$ cat src/rtl/itt_pkg.sv
// Types and constants of the interval task timer table.
`default_nettype none
package itt_pkg;

  localparam int MAX_RESULTS = 16;
  localparam int NFIRE_W     = 5;

  localparam logic CMD_ADD  = 1'b0;
  localparam logic CMD_EXEC = 1'b1;

  localparam logic [1:0] STATUS_OK   = 2'd0;
  localparam logic [1:0] STATUS_FULL = 2'd1;
  localparam logic [1:0] STATUS_EXEC = 2'd2;

  typedef struct packed {
    logic        lane;
    logic [7:0]  handle;
    logic [31:0] interval;
    logic [31:0] last_time;
    logic        one_shot;
  } entry_t;

  typedef enum logic [1:0] {
    ST_IDLE = 2'b01,
    ST_WALK = 2'b10
  } state_t;

endpackage
`default_nettype wire

$ cat src/rtl/interval_task_timer_table_core.sv
// Interval task timer table: task memory, add path and execute walk with compaction.
//
// An add leaves busy low and its single result word appears on the cycle after start.
// An execute raises busy while the task memory is read once per stored entry;
// fired-task words come out in table order during the walk and the word marked last
// comes out as busy falls. One-shot tasks that fire are dropped and the table is
// compacted in the same pass. Result words are strobed by out_valid for one cycle
// each and cannot be held off.
`default_nettype none
module interval_task_timer_table_core #(
  parameter int TABLE_DEPTH = 16
) (
  input  wire         clk,
  input  wire         rst_n,
  input  wire         start,
  output logic        busy,
  input  wire         in_command,
  input  wire  [31:0] in_now_ms,
  input  wire         in_lane,
  input  wire  [7:0]  in_handle,
  input  wire  [31:0] in_interval_ms,
  input  wire         in_one_shot,
  output logic        out_valid,
  output logic        out_fired,
  output logic [7:0]  out_fired_handle,
  output logic [1:0]  out_status,
  output logic        out_last,
  input  wire         cfg_valid,
  output logic        cfg_ready,
  input  wire         cfg_halted
);
  import itt_pkg::*;

  localparam int AW = $clog2(TABLE_DEPTH);
  localparam int CW = $clog2(TABLE_DEPTH + 1);

  entry_t mem [TABLE_DEPTH];
  entry_t rdata_r;

  state_t            state_r, state_nxt;
  logic [CW-1:0]     count_r, count_nxt;
  logic [CW-1:0]     rd_r, rd_nxt;
  logic [CW-1:0]     wr_r, wr_nxt;
  logic              rvalid_r, rvalid_nxt;
  logic [NFIRE_W-1:0] nfire_r, nfire_nxt;
  logic              pend_valid_r, pend_valid_nxt;
  logic [7:0]        pend_handle_r, pend_handle_nxt;
  logic              lane_r, lane_nxt;
  logic [31:0]       now_r, now_nxt;
  logic              halted_r;
  logic              out_valid_r, out_valid_nxt;
  logic              out_fired_r, out_fired_nxt;
  logic [7:0]        out_handle_r, out_handle_nxt;
  logic [1:0]        out_status_r, out_status_nxt;
  logic              out_last_r, out_last_nxt;

  logic              mem_we;
  logic [AW-1:0]     mem_waddr;
  entry_t            mem_wdata;
  logic              fire;
  logic [31:0]       elapsed;

  assign busy             = (state_r == ST_WALK);
  assign cfg_ready        = 1'b1;
  assign out_valid        = out_valid_r;
  assign out_fired        = out_fired_r;
  assign out_fired_handle = out_handle_r;
  assign out_status       = out_status_r;
  assign out_last         = out_last_r;

  assign elapsed = now_r - rdata_r.last_time;
  assign fire    = !halted_r && (rdata_r.lane == lane_r) && (elapsed >= rdata_r.interval) &&
                   (nfire_r < NFIRE_W'(MAX_RESULTS));

  always_comb begin
    state_nxt       = state_r;
    count_nxt       = count_r;
    rd_nxt          = rd_r;
    wr_nxt          = wr_r;
    rvalid_nxt      = 1'b0;
    nfire_nxt       = nfire_r;
    pend_valid_nxt  = pend_valid_r;
    pend_handle_nxt = pend_handle_r;
    lane_nxt        = lane_r;
    now_nxt         = now_r;
    out_valid_nxt   = 1'b0;
    out_fired_nxt   = 1'b0;
    out_handle_nxt  = 8'd0;
    out_status_nxt  = STATUS_OK;
    out_last_nxt    = 1'b0;
    mem_we          = 1'b0;
    mem_waddr       = wr_r[AW-1:0];
    mem_wdata       = rdata_r;
    case (state_r)
      ST_IDLE: begin
        if (start) begin
          if (in_command == CMD_ADD) begin
            out_valid_nxt = 1'b1;
            out_last_nxt  = 1'b1;
            if (count_r == CW'(TABLE_DEPTH)) begin
              out_status_nxt = STATUS_FULL;
            end else begin
              out_status_nxt      = STATUS_OK;
              mem_we              = 1'b1;
              mem_waddr           = count_r[AW-1:0];
              mem_wdata.lane      = in_lane;
              mem_wdata.handle    = in_handle;
              mem_wdata.interval  = in_interval_ms;
              mem_wdata.last_time = in_now_ms;
              mem_wdata.one_shot  = in_one_shot;
              count_nxt           = count_r + CW'(1);
            end
          end else begin
            state_nxt      = ST_WALK;
            lane_nxt       = in_lane;
            now_nxt        = in_now_ms;
            rd_nxt         = '0;
            wr_nxt         = '0;
            nfire_nxt      = '0;
            pend_valid_nxt = 1'b0;
          end
        end
      end
      ST_WALK: begin
        if (rd_r < count_r) begin
          rd_nxt     = rd_r + CW'(1);
          rvalid_nxt = 1'b1;
        end
        if (rvalid_r) begin
          if (fire) begin
            nfire_nxt       = nfire_r + NFIRE_W'(1);
            pend_valid_nxt  = 1'b1;
            pend_handle_nxt = rdata_r.handle;
            if (pend_valid_r) begin
              out_valid_nxt  = 1'b1;
              out_fired_nxt  = 1'b1;
              out_handle_nxt = pend_handle_r;
              out_status_nxt = STATUS_EXEC;
            end
          end
          if (!(fire && rdata_r.one_shot)) begin
            mem_we    = 1'b1;
            mem_waddr = wr_r[AW-1:0];
            if (fire) begin
              mem_wdata.last_time = now_r;
            end
            wr_nxt = wr_r + CW'(1);
          end
        end else if (rd_r == count_r) begin
          count_nxt      = wr_r;
          state_nxt      = ST_IDLE;
          out_valid_nxt  = 1'b1;
          out_fired_nxt  = pend_valid_r;
          out_handle_nxt = pend_valid_r ? pend_handle_r : 8'd0;
          out_status_nxt = STATUS_EXEC;
          out_last_nxt   = 1'b1;
          pend_valid_nxt = 1'b0;
        end
      end
      default: begin
        state_nxt = ST_IDLE;
      end
    endcase
  end

  always_ff @(posedge clk) begin
    if (mem_we) begin
      mem[mem_waddr] <= mem_wdata;
    end
    rdata_r <= mem[rd_r[AW-1:0]];
  end

  always_ff @(posedge clk) begin
    if (!rst_n) begin
      state_r      <= ST_IDLE;
      count_r      <= '0;
      rvalid_r     <= 1'b0;
      pend_valid_r <= 1'b0;
      halted_r     <= 1'b0;
      out_valid_r  <= 1'b0;
    end else begin
      state_r      <= state_nxt;
      count_r      <= count_nxt;
      rvalid_r     <= rvalid_nxt;
      pend_valid_r <= pend_valid_nxt;
      out_valid_r  <= out_valid_nxt;
      if (cfg_valid && cfg_ready) begin
        halted_r <= cfg_halted;
      end
    end
  end

  always_ff @(posedge clk) begin
    rd_r          <= rd_nxt;
    wr_r          <= wr_nxt;
    nfire_r       <= nfire_nxt;
    pend_handle_r <= pend_handle_nxt;
    lane_r        <= lane_nxt;
    now_r         <= now_nxt;
    out_fired_r   <= out_fired_nxt;
    out_handle_r  <= out_handle_nxt;
    out_status_r  <= out_status_nxt;
    out_last_r    <= out_last_nxt;
  end

endmodule
`default_nettype wire
$ cat config.mk
export PLATFORM = sky130hd
export DESIGN_NAME = interval_task_timer_table_core
export DESIGN_NICKNAME = d
export VERILOG_FILES = /design/src/rtl/itt_pkg.sv /design/src/rtl/interval_task_timer_table_core.sv
export SDC_FILE = /design/constraint.sdc
export NUM_CORES = 2
export LEC_CHECK = 0
export ABC_AREA = 1
export BUFFER_PORTS_ARGS = -buffer_cell sky130_fd_sc_hd__buf_4
export CAP_MARGIN = 5
export CORE_MARGIN = 10
export CORE_UTILIZATION = 55
export DETAILED_ROUTE_END_ITERATION = 16
export PLACE_DENSITY = 0.82
export SKIP_CTS_REPAIR_TIMING = 1
export SYNTH_ARGS = -nofsm -noshare
export SYNTH_HDL_FRONTEND = slang
export SYNTH_SLANG_ARGS = --single-unit
export TNS_END_PERCENT = 1
$ cat constraint.sdc
create_clock -name clk -period 22.2 [get_ports clk]
set_clock_uncertainty 0.1 [all_clocks]
set_input_delay 0 -clock clk [delete_from_list [all_inputs] [get_ports clk]]
set_output_delay 0 -clock clk [all_outputs]
set_load 0.01 [all_outputs]
==> flow_summary.toml <==
[worst_setup_path]
r2r_end = "mem[9][19]"
reg2reg_depth = 29
cp-start-kind = "register"
timing_worst_setup_path_type = "reg2reg"
critPathMostFrequentCell = "nand2_1"
cpPeakStageDelay_ns = 0.97
timing.rr.start = "now_r[0]"
end_kind = "register"
critPathMaxFanout = 46
crit_required_ns = 22.47
r2r_setup_slack_ns = 15.89
critical_path.slowest_cell = "nor2_4"
cp_data_arrival_time_ns = 6.58

[synthesis]
async_reset_ff_share_pct = 0
synth_nets = 4473
synth_cells = 4317
ys_seq_elements = 1337
ys_warn_count = 0
syn_area_per_cell_um2 = 12.62
ys.flop_type = "edfxtp_1"
synth_edf_count = 1240
yosysUniqueCellTypes = 53
synthesis.area_um2 = 54470
yosysSeqAreaShare_pct = 71.93

[drt]
first_iter_violations = 5948
num_vias = 38220
remaining_drc_errors = 0
post_drt_wl_per_cell_um = 26.03
final_antenna_net_count = 0
first_pass_iters = 6
wl_mm = 152.4
via_per_inst = 6.528

[clock_network]
cts.sinks = 1337
htreeDepth = 4
clock_latency_ns = 0.77
numCtsBuffers = 134
clockBufferDepth = 3
cts.clk_slew.worst_paths_ns = 0.06
cts_tree = "yes"
root_buffer = "clkbuf_16"

[die]
start_util_pct = 55.43
fp.dieW_um = 334.7
pin_count = 95
core-area_um2 = 98280
die_area_um2 = 112000
dieHeight_um = 334.7
rows = 115

[min_path]
hold_path_depth = 3
hold_path.class = "in2reg"
hold_end = "mem[13][34]"
worst_hold_startpoint = "in_interval_ms[1]"

[pwr]
p_leak_uw = 0.02118
ir_worst_vdd_mv = 0.09001
total_power_uw = 6264
p_per_area_nw_per_um2 = 101.3

[finish]
final_cell_mix = "edfxtp_1 (1,240), nor2_1 (456), nand2_1 (435), a21oi_1 (407), o21ai_0 (370)"
num_antenna_cells = 0
fill_cells = 6735
nNetsFinal = 4614
final_common_cell = "edfxtp_1"
syn2layout_area_growth_pct = 13.52
layout-drive-gt1-share_pct = 10.27

[timing]
setup_tns_ns = 0
slew_headroom_pct = 17.11
setup_viol = 0
hold_slack_ns = -0.04570
rsz0062_at_grt = "no"
post-route-min-period_ns = 6.307
timing.final.crit_share_pct = 28.41
max_freq_ghz = 0.1586
worst_slew_pin_slew_ns = 1.243
hold_viol_final = 32
finalMaxSlewViolations = 0

[status]
status = "finished with violations"
violations = "negative hold slack"

[grt]
grt_pass1_wl_mm = 222.7
grt_max_degree = 215
grt.overflow.total = 0
grt_use_total_pct = 25.87
grt_pass1_vias = 36600
antenna_found_initial = 2

[flow_run]
cap_violations = 0

[place]
gp_congestion = 0.9494
post-dp-hpwl_mm = 78.92
port_buffers = 93
-- how the worst max path moves through the flow --
stage | from | slack, ns | endpoint | cells after the start
finish | now_r[0] | 15.89 | mem[9][19] | 29
global route | now_r[0] | 15.59 | mem[10][37] | 28
CTS | now_r[0] | 15.96 | mem[10][32] | 28
detailed placement | now_r[0] | 15.98 | mem[10][26] | 28
global placement | now_r[0] | 16.06 | mem[10][15] | 28
floorplan | now_r[0] | 15.22 | mem[0][0] | 28
-- synthesized netlist by cell type, types with 25 or more instances --
library cell / number / share of area [%]
o21ai_1: 212 / 1.9
nand2_1: 437 / 3.0
ha_1: 75 / 1.7
edfxtp_1: 1240 / 68
a21oi_2: 31 / 0.50
xor2_1: 25 / 0.40
nor2_1: 463 / 3.2
nand3_1: 54 / 0.50
o22ai_1: 149 / 1.7
nand4_1: 36 / 0.41
buf_2: 63 / 0.58
clkbuf_1: 176 / 1.2
o21ai_0: 377 / 3.5
o221ai_1: 148 / 2.4
a21oi_1: 407 / 3.7
inv_1: 176 / 1.2
dfxtp_1: 97 / 3.6
-- worst max-delay path: cells and delay by family (launching register included) --
family | cells | cell delay [ns]
buf+inv | 4 | 1.08
flops | 1 | 0.37
fa+ha+maj | 3 | 0.82
xor+xnor | 1 | 0.15
simple gates | 16 | 2.32
compound gates | 5 | 1.00
-- cell families after synthesis --
kind of cell               synth area share (%)
adders and majority gates                 1.760
xor gates and xnor gates                 0.5306
and+or+nand+nor                           7.941
AOI/OAI and AO/OA                         14.26
buffers and inverters                     3.579
other                                  0.006885
DFF                                       71.93
-- power breakdown --
group / switching (uW) / internal, uW / total [uW]
logic: 705 / 266 / 971
registers: 29.0 / 2970 / 2990
clock network: 979 / 1320 / 2300
total: 1710 / 4550 / 6260
-- metal layers --
metal,vias up,share of wire (%),track usage [%]
li1,16240,-,-
met1,18440,36,33.95
met2,3090,48,41.39
met3,437,12,5.116
met4,2,3.9,12.19
met5,-,0.0085,0
-- through the flow --
step                area [um2]  worst slack (ns)  hold slack [ns]  utilization [%]  std cells
finish                   61830             15.89         -0.04570            62.92       5854
detailed placement       56270             15.98          0.09156            57.25       5499
floorplan                54470             15.22         -0.03128                -       4317
global route             61830             15.59          0.02182            62.92       5854
CTS                      60730             15.96          -0.7001            61.80       5744
global placement         56270             16.06          0.09122            57.25       5499
-- flip-flops by register name, indices dropped and copies added (netlist names), 8 cells and up --
| register | count |
|---|---|
| now_r | 32 |
| pend_handle_r | 8 |
| mem | 1184 |
| rdata_r | 74 |
| out_fired_handle | 8 |
-- area by class of cell --
cell class,count,area [um2],area share [%]
sequential,1337,39180,63.36
multi-input combinational,2512,13410,21.69
clock buffer,183,3722,6.020
timing repair buffer,279,2420,3.913
tap,1287,1610,2.604
clock inverter,62,745.7,1.206
inverter,194,745.7,1.206
Power figures use the tool's default switching activity.
